File: src/rtl/fdp_pkg.sv
`timescale 1ns / 1ps
package fdp_pkg;

  localparam int CHAR_W  = 8;
  localparam int ARG_W   = 16;
  localparam int MAG_W   = 16;
  localparam int NDIGITS = 5;
  localparam int BCD_W   = 4 * NDIGITS;
  localparam int CNT_W   = $clog2(MAG_W + 1);
  localparam int DCNT_W  = $clog2(NDIGITS + 1);

  localparam logic [CHAR_W-1:0] CH_NUL   = 8'h00;
  localparam logic [CHAR_W-1:0] CH_PCT   = 8'h25;
  localparam logic [CHAR_W-1:0] CH_D     = 8'h64;
  localparam logic [CHAR_W-1:0] CH_C     = 8'h63;
  localparam logic [CHAR_W-1:0] CH_ZERO  = 8'h30;
  localparam logic [CHAR_W-1:0] CH_MINUS = 8'h2d;

  // finished conversion from the shift-and-add-3 unit
  typedef struct packed {
    logic             done;
    logic [BCD_W-1:0] bcd;
  } bcd_res_t;

  // one character offered by the digit sequencer
  typedef struct packed {
    logic              valid;
    logic              last;
    logic [CHAR_W-1:0] ch;
  } dig_out_t;

endpackage

File: src/rtl/fdp_if.sv
`timescale 1ns / 1ps
interface fdp_in_if import fdp_pkg::*; ();
  logic                    valid;
  logic                    ready;
  logic [CHAR_W-1:0]       fmt_char;
  logic signed [ARG_W-1:0] arg_value;

  modport source (output valid, output fmt_char, output arg_value, input ready);
  modport sink (input valid, input fmt_char, input arg_value, output ready);
endinterface

interface fdp_out_if import fdp_pkg::*; ();
  logic              valid;
  logic              ready;
  logic [CHAR_W-1:0] out_char;
  logic              last_of_run;

  modport source (output valid, output out_char, output last_of_run, input ready);
  modport sink (input valid, input out_char, input last_of_run, output ready);
endinterface

File: src/rtl/fdp_dabble.sv
`timescale 1ns / 1ps
module fdp_dabble import fdp_pkg::*; (
  input  logic             clk_i,
  input  logic             rst_ni,
  input  logic             start_i,
  input  logic [MAG_W-1:0] mag_i,
  output bcd_res_t         res_o
);

  logic [MAG_W-1:0] bin_q, bin_d;
  logic [BCD_W-1:0] bcd_q, bcd_d, adj;
  logic [CNT_W-1:0] cnt_q, cnt_d;
  logic             busy_q, busy_d;
  logic             done_q, done_d;

  // add 3 to every digit of 5 or more before the shift
  always_comb begin
    for (int i = 0; i < NDIGITS; i++) begin
      if (bcd_q[4*i +: 4] >= 4'd5) begin
        adj[4*i +: 4] = bcd_q[4*i +: 4] + 4'd3;
      end else begin
        adj[4*i +: 4] = bcd_q[4*i +: 4];
      end
    end
  end

  always_comb begin
    bin_d  = bin_q;
    bcd_d  = bcd_q;
    cnt_d  = cnt_q;
    busy_d = busy_q;
    done_d = 1'b0;
    if (start_i) begin
      bin_d  = mag_i;
      bcd_d  = '0;
      cnt_d  = CNT_W'(MAG_W);
      busy_d = 1'b1;
    end else if (busy_q) begin
      bcd_d = {adj[BCD_W-2:0], bin_q[MAG_W-1]};
      bin_d = {bin_q[MAG_W-2:0], 1'b0};
      cnt_d = cnt_q - CNT_W'(1);
      if (cnt_q == CNT_W'(1)) begin
        busy_d = 1'b0;
        done_d = 1'b1;
      end
    end
  end

  always_ff @(posedge clk_i or negedge rst_ni) begin
    if (!rst_ni) begin
      cnt_q  <= '0;
      busy_q <= 1'b0;
      done_q <= 1'b0;
    end else begin
      cnt_q  <= cnt_d;
      busy_q <= busy_d;
      done_q <= done_d;
    end
  end

  always_ff @(posedge clk_i) begin
    bin_q <= bin_d;
    bcd_q <= bcd_d;
  end

  assign res_o.done = done_q;
  assign res_o.bcd  = bcd_q;

  a_done_after_busy: assert property (@(posedge clk_i) disable iff (!rst_ni)
    done_q |-> $past(busy_q))
    else $error("conversion finished without running");

  a_start_runs: assert property (@(posedge clk_i) disable iff (!rst_ni)
    start_i |=> busy_q && cnt_q == CNT_W'(MAG_W))
    else $error("conversion did not start");

endmodule

File: src/rtl/fdp_digits.sv
`timescale 1ns / 1ps
module fdp_digits import fdp_pkg::*; (
  input  logic     clk_i,
  input  logic     rst_ni,
  input  bcd_res_t res_i,
  input  logic     ready_i,
  output dig_out_t dig_o
);

  logic [BCD_W-1:0]  dig_q, dig_d;
  logic [DCNT_W-1:0] cnt_q, cnt_d;
  logic              busy_q, busy_d;
  logic              seen_q, seen_d;
  logic [3:0]        top;
  logic              skip, advance;

  assign top  = dig_q[BCD_W-1 -: 4];
  // leading zeros are dropped, the units digit always goes out
  assign skip = busy_q && !seen_q && (top == 4'd0) && (cnt_q != DCNT_W'(1));

  assign dig_o.valid = busy_q && !skip;
  assign dig_o.last  = (cnt_q == DCNT_W'(1));
  assign dig_o.ch    = CH_ZERO | {4'd0, top};

  assign advance = skip || (dig_o.valid && ready_i);

  always_comb begin
    dig_d  = dig_q;
    cnt_d  = cnt_q;
    busy_d = busy_q;
    seen_d = seen_q;
    if (res_i.done) begin
      dig_d  = res_i.bcd;
      cnt_d  = DCNT_W'(NDIGITS);
      busy_d = 1'b1;
      seen_d = 1'b0;
    end else if (advance) begin
      dig_d = {dig_q[BCD_W-5:0], 4'd0};
      cnt_d = cnt_q - DCNT_W'(1);
      // once a digit went out, inner zeros are printed
      if (!skip) begin
        seen_d = 1'b1;
      end
      if (cnt_q == DCNT_W'(1)) begin
        busy_d = 1'b0;
      end
    end
  end

  always_ff @(posedge clk_i or negedge rst_ni) begin
    if (!rst_ni) begin
      cnt_q  <= '0;
      busy_q <= 1'b0;
      seen_q <= 1'b0;
    end else begin
      cnt_q  <= cnt_d;
      busy_q <= busy_d;
      seen_q <= seen_d;
    end
  end

  always_ff @(posedge clk_i) begin
    dig_q <= dig_d;
  end

endmodule

File: src/rtl/format_string_decimal_printer_core.sv
`timescale 1ns / 1ps
// channel  dir  signals                                   word
// in_i     in   valid ready fmt_char[7:0] arg_value[15:0]  one format character + argument
// out_o    out  valid ready out_char[7:0] last_of_run      one emitted character
//
// plain characters, %c and %%: one cycle per input word when out_o does not stall,
//   output written at acceptance; %d: bit-serial shift-and-add-3 conversion (one
//   magnitude bit per cycle), digit hand-over, then the digit sequencer (one digit
//   per cycle unless out_o stalls, leading zeros skipped); the sign goes out early
// rst_ni clears the escape flag and all sequencing state; no clearing pass
// out_o stalls hold the output register; in_i is not ready while a %d runs
//   or while the output register holds a word that is not being taken
module format_string_decimal_printer_core import fdp_pkg::*; (
  input  logic clk_i,
  input  logic rst_ni,
  fdp_in_if.sink    in_i,
  fdp_out_if.source out_o
);

  localparam logic [1:0] ST_IDLE = 2'd0;
  localparam logic [1:0] ST_CONV = 2'd1;
  localparam logic [1:0] ST_DIGS = 2'd2;

  logic [1:0]        state_q, state_d;
  logic              esc_q, esc_d;
  logic              out_valid_q, out_valid_d;
  logic [CHAR_W-1:0] out_char_q, out_char_d;
  logic              out_last_q, out_last_d;

  logic              out_free, accept, push;
  logic [CHAR_W-1:0] push_ch;
  logic              push_last;
  logic              conv_start;
  logic [MAG_W-1:0]  raw, mag;
  bcd_res_t          bcd_res;
  dig_out_t          dig;

  assign out_free   = !out_valid_q || out_o.ready;
  assign in_i.ready = (state_q == ST_IDLE) && out_free;
  assign accept     = in_i.valid && in_i.ready;

  assign raw = in_i.arg_value;
  assign mag = raw[MAG_W-1] ? MAG_W'(~raw + MAG_W'(1)) : raw;

  fdp_dabble u_dabble (
    .clk_i   (clk_i),
    .rst_ni  (rst_ni),
    .start_i (conv_start),
    .mag_i   (mag),
    .res_o   (bcd_res)
  );

  fdp_digits u_digits (
    .clk_i   (clk_i),
    .rst_ni  (rst_ni),
    .res_i   (bcd_res),
    .ready_i (out_free),
    .dig_o   (dig)
  );

  always_comb begin
    state_d    = state_q;
    esc_d      = esc_q;
    push       = 1'b0;
    push_ch    = in_i.fmt_char;
    push_last  = 1'b1;
    conv_start = 1'b0;
    case (state_q)
      ST_IDLE: begin
        if (accept) begin
          if (!esc_q) begin
            if (in_i.fmt_char == CH_PCT) begin
              esc_d = 1'b1;
            end else if (in_i.fmt_char != CH_NUL) begin
              push = 1'b1;
            end
          end else begin
            esc_d = 1'b0;
            if (in_i.fmt_char == CH_D) begin
              conv_start = 1'b1;
              state_d    = ST_CONV;
              // sign goes out while the magnitude converts
              if (raw[MAG_W-1]) begin
                push      = 1'b1;
                push_ch   = CH_MINUS;
                push_last = 1'b0;
              end
            end else if (in_i.fmt_char == CH_C) begin
              push    = 1'b1;
              push_ch = raw[CHAR_W-1:0];
            end else if (in_i.fmt_char != CH_NUL) begin
              push = 1'b1;
            end
          end
        end
      end
      ST_CONV: begin
        if (bcd_res.done) begin
          state_d = ST_DIGS;
        end
      end
      ST_DIGS: begin
        if (dig.valid && out_free) begin
          push      = 1'b1;
          push_ch   = dig.ch;
          push_last = dig.last;
          if (dig.last) begin
            state_d = ST_IDLE;
          end
        end
      end
      default: begin
        state_d = ST_IDLE;
      end
    endcase
  end

  always_comb begin
    out_char_d  = out_char_q;
    out_last_d  = out_last_q;
    out_valid_d = out_valid_q && !out_o.ready;
    if (push) begin
      out_valid_d = 1'b1;
      out_char_d  = push_ch;
      out_last_d  = push_last;
    end
  end

  always_ff @(posedge clk_i or negedge rst_ni) begin
    if (!rst_ni) begin
      state_q     <= ST_IDLE;
      esc_q       <= 1'b0;
      out_valid_q <= 1'b0;
    end else begin
      state_q     <= state_d;
      esc_q       <= esc_d;
      out_valid_q <= out_valid_d;
    end
  end

  always_ff @(posedge clk_i) begin
    out_char_q <= out_char_d;
    out_last_q <= out_last_d;
  end

  assign out_o.valid       = out_valid_q;
  assign out_o.out_char    = out_char_q;
  assign out_o.last_of_run = out_last_q;

  a_esc_clears: assert property (@(posedge clk_i) disable iff (!rst_ni)
    accept && esc_q |=> !esc_q)
    else $error("escape flag not cleared after conversion character");

  a_last_ends_run: assert property (@(posedge clk_i) disable iff (!rst_ni)
    state_q == ST_DIGS && push && push_last |=> state_q == ST_IDLE)
    else $error("decimal run did not end on its last digit");

  a_no_push_in_conv: assert property (@(posedge clk_i) disable iff (!rst_ni)
    state_q == ST_CONV |-> !push && !dig.valid)
    else $error("word written while conversion still running");

endmodule

File: src/flat_wrapper.sv
// flat-port wrapper written by rule: the top's interface ports become plain ports
module format_string_decimal_printer_core_flat import fdp_pkg::*;
  (clk_i, rst_ni, in_i_valid, in_i_fmt_char, in_i_arg_value, in_i_ready, out_o_valid, out_o_out_char, out_o_last_of_run, out_o_ready);
  fdp_in_if in_i_i ();
  fdp_out_if out_o_i ();
  input  logic clk_i;
  input  logic rst_ni;
  input wire logic [$bits(in_i_i.valid)-1:0] in_i_valid;
  input wire logic [$bits(in_i_i.fmt_char)-1:0] in_i_fmt_char;
  input wire logic [$bits(in_i_i.arg_value)-1:0] in_i_arg_value;
  output wire logic [$bits(in_i_i.ready)-1:0] in_i_ready;
  output wire logic [$bits(out_o_i.valid)-1:0] out_o_valid;
  output wire logic [$bits(out_o_i.out_char)-1:0] out_o_out_char;
  output wire logic [$bits(out_o_i.last_of_run)-1:0] out_o_last_of_run;
  input wire logic [$bits(out_o_i.ready)-1:0] out_o_ready;
  assign in_i_i.valid = in_i_valid;
  assign in_i_i.fmt_char = in_i_fmt_char;
  assign in_i_i.arg_value = in_i_arg_value;
  assign in_i_ready = in_i_i.ready;
  assign out_o_valid = out_o_i.valid;
  assign out_o_out_char = out_o_i.out_char;
  assign out_o_last_of_run = out_o_i.last_of_run;
  assign out_o_i.ready = out_o_ready;
  format_string_decimal_printer_core u_core (.clk_i(clk_i), .rst_ni(rst_ni), .in_i(in_i_i), .out_o(out_o_i));
endmodule
File: config.mk
export PLATFORM = sky130hd
export DESIGN_NAME = format_string_decimal_printer_core_flat
export DESIGN_NICKNAME = d
export VERILOG_FILES = /design/src/rtl/fdp_pkg.sv /design/src/rtl/fdp_if.sv /design/src/rtl/fdp_dabble.sv /design/src/rtl/fdp_digits.sv /design/src/rtl/format_string_decimal_printer_core.sv /design/src/flat_wrapper.sv
export SDC_FILE = /design/constraint.sdc
export NUM_CORES = 1
export LEC_CHECK = 0
export ABC_AREA = 1
export BUFFER_PORTS_ARGS = -buffer_cell sky130_fd_sc_hd__buf_2
export CAP_MARGIN = 5
export CORE_MARGIN = 2
export CORE_UTILIZATION = 60
export CTS_CLUSTER_DIAMETER = 120
export CTS_CLUSTER_SIZE = 25
export DETAILED_ROUTE_END_ITERATION = 7
export GPL_TIMING_DRIVEN = 0
export PLACE_DENSITY = 0.8
export SKIP_LAST_GASP = 1
export SYNTH_ARGS = -nofsm -noshare
export SYNTH_HDL_FRONTEND = slang
export SYNTH_SLANG_ARGS = --single-unit
File: constraint.sdc
create_clock -name clk_i -period 2.56 [get_ports clk_i]
set_clock_uncertainty 0.1 [all_clocks]
set_input_delay 0.64 -clock clk_i [delete_from_list [all_inputs] [get_ports clk_i]]
set_output_delay 0.64 -clock clk_i [all_outputs]
set_load 0.1 [all_outputs]
# Word level (Yosys, flattened, before mapping)
# Index checks and enable logic that the tools add are counted.
# W data, S select, Z words.
# classes
addsub	8
multipliers	0
div	0
n_lt_le_gt_ge	5
eq_ne	15
shifts	0
muxes	62
bitwise_logic	1
n_reduce_logical	24
# op_table
op	n
$mux W16	3
$mux W8	6
$mux W20	2
$mux W1	32
$ge A4 B3 Y1 const B	5
$add A16 B1 Y16 const B	1
$add A4 B2 Y4 const B	4
$eq A8 B7 Y1 const B	2
$mux W4	4
$not A16 Y16	1
$pmux W8 S2	1
$mux W2	6
$mux W5	2
$ne A2 B1 Y1 const B	5
$mux W3	3
$eq A8 B6 Y1 const B	1
$logic_and A1 B1 Y1	8
$reduce_bool A8 Y1	1
$pmux W2 S3	1
$reduce_and A2 Y1	3
$reduce_and A6 Y1	1
$reduce_bool A2 Y1	3
$eq A5 B1 Y1 const B	1
$sub A5 B1 Y5 const B	1
12 further kinds	18
# totals
reg_bits	81
latchBits	0
mem_bits_rw	0
rom_bits	0
inputBits	28
elab_cells	129
memories	0

# Logic depth before layout (Yosys ltp)
# logic_depth
word_depth	10
ltp_mapped	10
mapped_depth_nobuf	10

# Cells and area by module
# A second synthesis with hierarchy kept.
# hier_totals
cells_unflattened	601
hier_area_um2	4774.6
# by_module_without_submodules
mod	instances	cells_per_inst	area_per_inst_um2
fdp_dabble	1	279	2243.4
fdp_digits	1	136	1267.5
format_string_decimal_printer_core	1	186	1263.7

# Worst setup path before layout
# No wires, ideal clock.
# synth_timing
path_kind	reg-to-output
from	register u_core.out_valid_q, in the netlist u_core.out_o.valid
to	output port in_i_ready
arrival_ps	2323
required_ps	1820
path_slack_ps	-503
stages_incl_launch_ff	4
path_buffers	0
cell_sequence	dfrtp_1 > nand2_2 > inv_1 > nor2_1
# synth_via
elab_chain_len	3
# synth_lines
element	line_no	source
start: declaration	format_string_decimal_printer_core.sv:26	logic out_valid_q, out_valid_d;
start signal: assignment	format_string_decimal_printer_core.sv:137	out_valid_q <= out_valid_d;
$logic_not A1 Y1	format_string_decimal_printer_core.sv:38	assign out_free = !out_valid_q || out_o.ready;
$logic_or A1 B1 Y1	format_string_decimal_printer_core.sv:38	
$logic_and A1 B1 Y1	format_string_decimal_printer_core.sv:39	assign in_i.ready = (state_q == ST_IDLE) && out_free;
end: declaration	flat_wrapper.sv:11	output wire logic [$bits(in_i_i.ready)-1:0] in_i_ready;
# No other way between the ends.

# Worst setup path in the final report
# layout_timing
from	register u_core.state_q[0]
to	output port in_i_ready
# layout_via
elab_chain_len	2
# layout_lines
element	line_no	source
start: declaration	format_string_decimal_printer_core.sv:24	logic [1:0] state_q, state_d;
start signal: assignment	format_string_decimal_printer_core.sv:135	state_q <= state_d;
$logic_not A2 Y1	format_string_decimal_printer_core.sv:39	
$logic_and A1 B1 Y1	format_string_decimal_printer_core.sv:39	
# No other way between the ends.

==> results.py <==
metrics = {
    "global_route": {
        "global_route.overflow_total": 0,
        "grt_pass1_wl_um": 16100,
        "antenna_found_initial": 0,
        "via_count_of_the_first_global_routing_pass": 3528,
        "global_route.usage.total": 0.247,
        "pin_count_of_the_biggest_net_entering_global_routing": 26,
    },
    "final_layout": {
        "number_of_nets_in_the_final_layout": 631,
        "antenna-diode-count": 0,
        "layout.cells.non_filler": 692,
        "synthToLayoutAreaGrowth_pct": 12.4,
        "finalInstanceArea_um2": 5050,
        "fraction_of_final_layout_cells_with_drive_strength_greater_than_1": 0.142,
        "n_fill_cell": 597,
    },
    "synth": {
        "synth-async-reset-ratio": 0.198,
        "post_synthesis_net_count": 582,
        "post_synth_instance_area_um2": 4490,
        "total_number_of_yosys_warnings": 0,
        "ys_ff_latch": 81,
        "synth.yosys.seq_area_share": 0.479,
        "netlist_instances": 539,
        "synthesis.area_per_instance_um2": 8.34,
        "synth_enable_flop_cells": 45,
        "synth_top_flop_cell": "sky130_fd_sc_hd__edfxtp_1",
        "yosysUniqueCellTypes": 40,
    },
    "clock_network": {
        "postCtsHoldBufs": 0,
        "cts-buffers-inserted": 9,
        "clkTransAtPathRegs_ns": 0.08,
        "cts_num_sinks": 81,
        "cts_resized": 0,
        "tritoncts": "yes",
        "postCtsSetupBuffers": 0,
        "htreeDepth": 3,
        "cts_buffer_depth": 2,
        "ctsRootBufferMaster": "sky130_fd_sc_hd__clkbuf_8",
        "clock_latency_ns": 0.36,
    },
    "routing": {
        "detail_route.iter0.violations": 231,
        "detail_route_antenna_nets": 0,
        "dr_total_vias": 3741,
        "detail_route.first_pass.iterations": 5,
        "detail_route.wirelength_um": 9730,
        "post_detailed_route_drc_marker_count": 0,
        "wl_per_cell_um": 14.1,
        "avgViaCountPerCell": 5.41,
    },
    "placement": {
        "input_output_buffers": 38,
        "place_area_um2": 4820,
        "detailedPlace.worstSlack_ns": -0.0697,
        "gp_routability_congestion": 0.890,
        "final_hpwl_from_detailed_placement_um": 7080,
        "place_inst": 676,
    },
    "status": {
        "outcome": "finished clean",
    },
    "sta": {
        "final.min_clock_period_ns": 2.41,
        "report.final.hold_viol_count": 0,
        "fmax_mhz": 415,
        "relative_max_transition_margin": 0.657,
        "worst_slack_ns": 0.152,
        "final_min_period_over_clock_period": 0.941,
        "tightest_slew_ns": 0.513,
        "timing.final.max_slew_violations": 0,
        "timing.setup.tns_ns": 0,
        "setup_violations": 0,
    },
    "die": {
        "die_area_um2": 8200,
        "fp.dieH_um": 90.5,
        "rows": 31,
        "ios": 39,
        "initial_utilization": 0.620,
        "die_width_um": 90.5,
        "floorplan.core_area_um2": 7250,
    },
    "setup_path": {
        "worst_setup_path_start_kind": "flop",
        "cp.required_ns": 1.82,
        "cp.arrival_ns": 1.67,
        "critical_path_peak_fanout": 9,
        "type_of_element_capturing_the_critical_path": "output port",
        "crit_path_top_delay_cell": "sky130_fd_sc_hd__buf_2",
        "crit_type": "flop to output port",
        "critical_path_max_stage_delay_ns": 0.42,
        "path_cells": "buf_6 > nor2_8 > inv_1 > nor2_4 > buf_2",
    },
    "power_and_ir_drop": {
        "leakage_power_uw": 0.00235,
        "combinational_group_share_of_total_power": 0.398,
        "power.total_uw": 5600,
        "power_frac_seq": 0.410,
        "clock_power_share": 0.192,
        "power_per_cell_area_nw_per_um2": 1110,
        "power_report.internal_total_uw": 3320,
        "power_switching_share": 0.408,
        "vdd_ir_drop_max_mv": 0.813,
        "switchingPower_uw": 2290,
    },
    "worst_hold_path": {
        "hold_path.class": "input port to async pin",
    },
    "flow_run": {
        "max_capacitance_violation_count": 0,
    },
}
==> registers in the layout (all words and copies together) (netlist names) <==
signal	cells
u_core.u_digits.busy_q	1
u_core.u_digits.dig_q	20
u_core.u_digits.seen_q	1
u_core.esc_q	1
u_core.u_dabble.cnt_q	5
u_core.out_o.valid	1
u_core.u_dabble.done_q	1
u_core.u_dabble.bcd_q	20
u_core.state_q	2
u_core.u_dabble.busy_q	1
u_core.out_o.out_char	8
u_core.u_dabble.bin_q	16
u_core.u_digits.cnt_q	3
u_core.out_o.last_of_run	1
==> cell usage after synthesis (2+ instances only) <==
cell	count	area (µm²)
sky130_fd_sc_hd__nand3b_1	3	22.5
sky130_fd_sc_hd__a21oi_1	28	140
sky130_fd_sc_hd__nand3_1	51	255
sky130_fd_sc_hd__o22ai_1	5	31.3
sky130_fd_sc_hd__edfxtp_1	45	1350
sky130_fd_sc_hd__dfrtp_1	16	400
sky130_fd_sc_hd__nand2_2	5	31.3
sky130_fd_sc_hd__o21ai_0	57	285
sky130_fd_sc_hd__buf_4	2	15.0
sky130_fd_sc_hd__o21ai_1	4	20.0
sky130_fd_sc_hd__nand2_1	122	458
sky130_fd_sc_hd__ha_1	15	188
sky130_fd_sc_hd__nand4_1	6	37.5
sky130_fd_sc_hd__nor2_2	2	12.5
sky130_fd_sc_hd__dfxtp_1	20	400
sky130_fd_sc_hd__inv_2	3	11.3
sky130_fd_sc_hd__nor2_8	2	40.0
sky130_fd_sc_hd__nor2_1	40	150
sky130_fd_sc_hd__clkbuf_1	7	26.3
sky130_fd_sc_hd__xor2_1	14	123
sky130_fd_sc_hd__nand3_2	2	20.0
sky130_fd_sc_hd__buf_6	3	33.8
sky130_fd_sc_hd__nor2_4	2	22.5
sky130_fd_sc_hd__o31ai_1	2	15.0
sky130_fd_sc_hd__inv_1	68	255
==> routing by layer <==
layer,GRT usage,part of all wire,up-vias
met5,0,0,-
met4,0.106,0.023,0
met3,0.0359,0.035,21
met2,0.425,0.50,76
met1,0.312,0.44,1765
li1,-,-,1879
==> critical path: cells and delay by family, from the launching register on <==
kind                   cells  cell delay [ns]
and+or+nand+nor            2             0.24
buffers and inverters      3             0.69
DFF                        1             0.38
==> power groups by stage <==
stage / Combinational (µW) / Sequential (µW) / Clock, µW
after floorplan: 1500 / 2500 / 0
after global placement: 2100 / 2300 / 0
after CTS: 2220 / 2300 / 1090
after global routing: 2510 / 2350 / 1140
final: 2230 / 2300 / 1080
after detailed placement: 2200 / 2320 / 0
==> stage by stage <==
step | utilization | hold slack [ns]
floorplan | - | 0.244
global placement | 0.664 | 0.350
detailed placement | 0.664 | 0.352
CTS | 0.696 | 0.0943
global route | 0.696 | 0.104
finish | 0.696 | 0.0882
==> kinds of logic (layout without fill, tap and decap cells) <==
family | Yosys count | in the layout | synth area share
fa+ha+maj | 15 | 15 | 0.0418
compound gates | 99 | 99 | 0.115
flops | 81 | 81 | 0.479
xor+xnor | 15 | 15 | 0.0292
buf+inv | 88 | 142 | 0.0852
simple gates | 241 | 241 | 0.250
==> path summary, 6_finish.rpt <==
check	start	endpoint	slack (ns)	depth (start not counted)
worst min-delay path	rst_ni	u_core.u_digits.cnt_q[1]	0.09	1
worst max register to register	u_core.u_digits.cnt_q[1]	u_core.out_o.out_char[0]	0.22	8
worst min register to register	u_core.u_dabble.bcd_q[15]	u_core.u_dabble.bcd_q[15]	0.36	2
worst max-delay path	u_core.state_q[0]	in_i_ready	0.15	5
max in group asynchronous	rst_ni	u_core.u_dabble.cnt_q[2]	1.98	1
min in group clk_i	u_core.u_dabble.bcd_q[15]	u_core.u_dabble.bcd_q[15]	0.36	2
==> layout make-up <==
class                           count  area (µm²)  area share
Clock inverter                      4        73.8      0.0146
Inverter                           74         288      0.0570
Multi-Input combinational cell    370        1970       0.390
Buffer                             14        95.1      0.0188
Sequential cell                    81        2150       0.426
Clock buffer                       12         156      0.0310
Timing Repair Buffer               38         190      0.0377
Tap cell                           99         124      0.0245
==> cell usage in the layout, fill, tap and decap left out, drive strengths merged, types with 6 or more instances in the layout <==
cell type,Yosys,final
buf,7,45
o21ai,62,62
xor2,14,14
edfxtp,45,45
nand2,128,128
dfxtp,20,20
inv,73,74
dfrtp,16,16
nand4,6,6
a21oi,28,28
ha,15,15
nor2,46,46
nand3,54,54
clkbuf,7,19
Power figures use the tool's default switching activity.
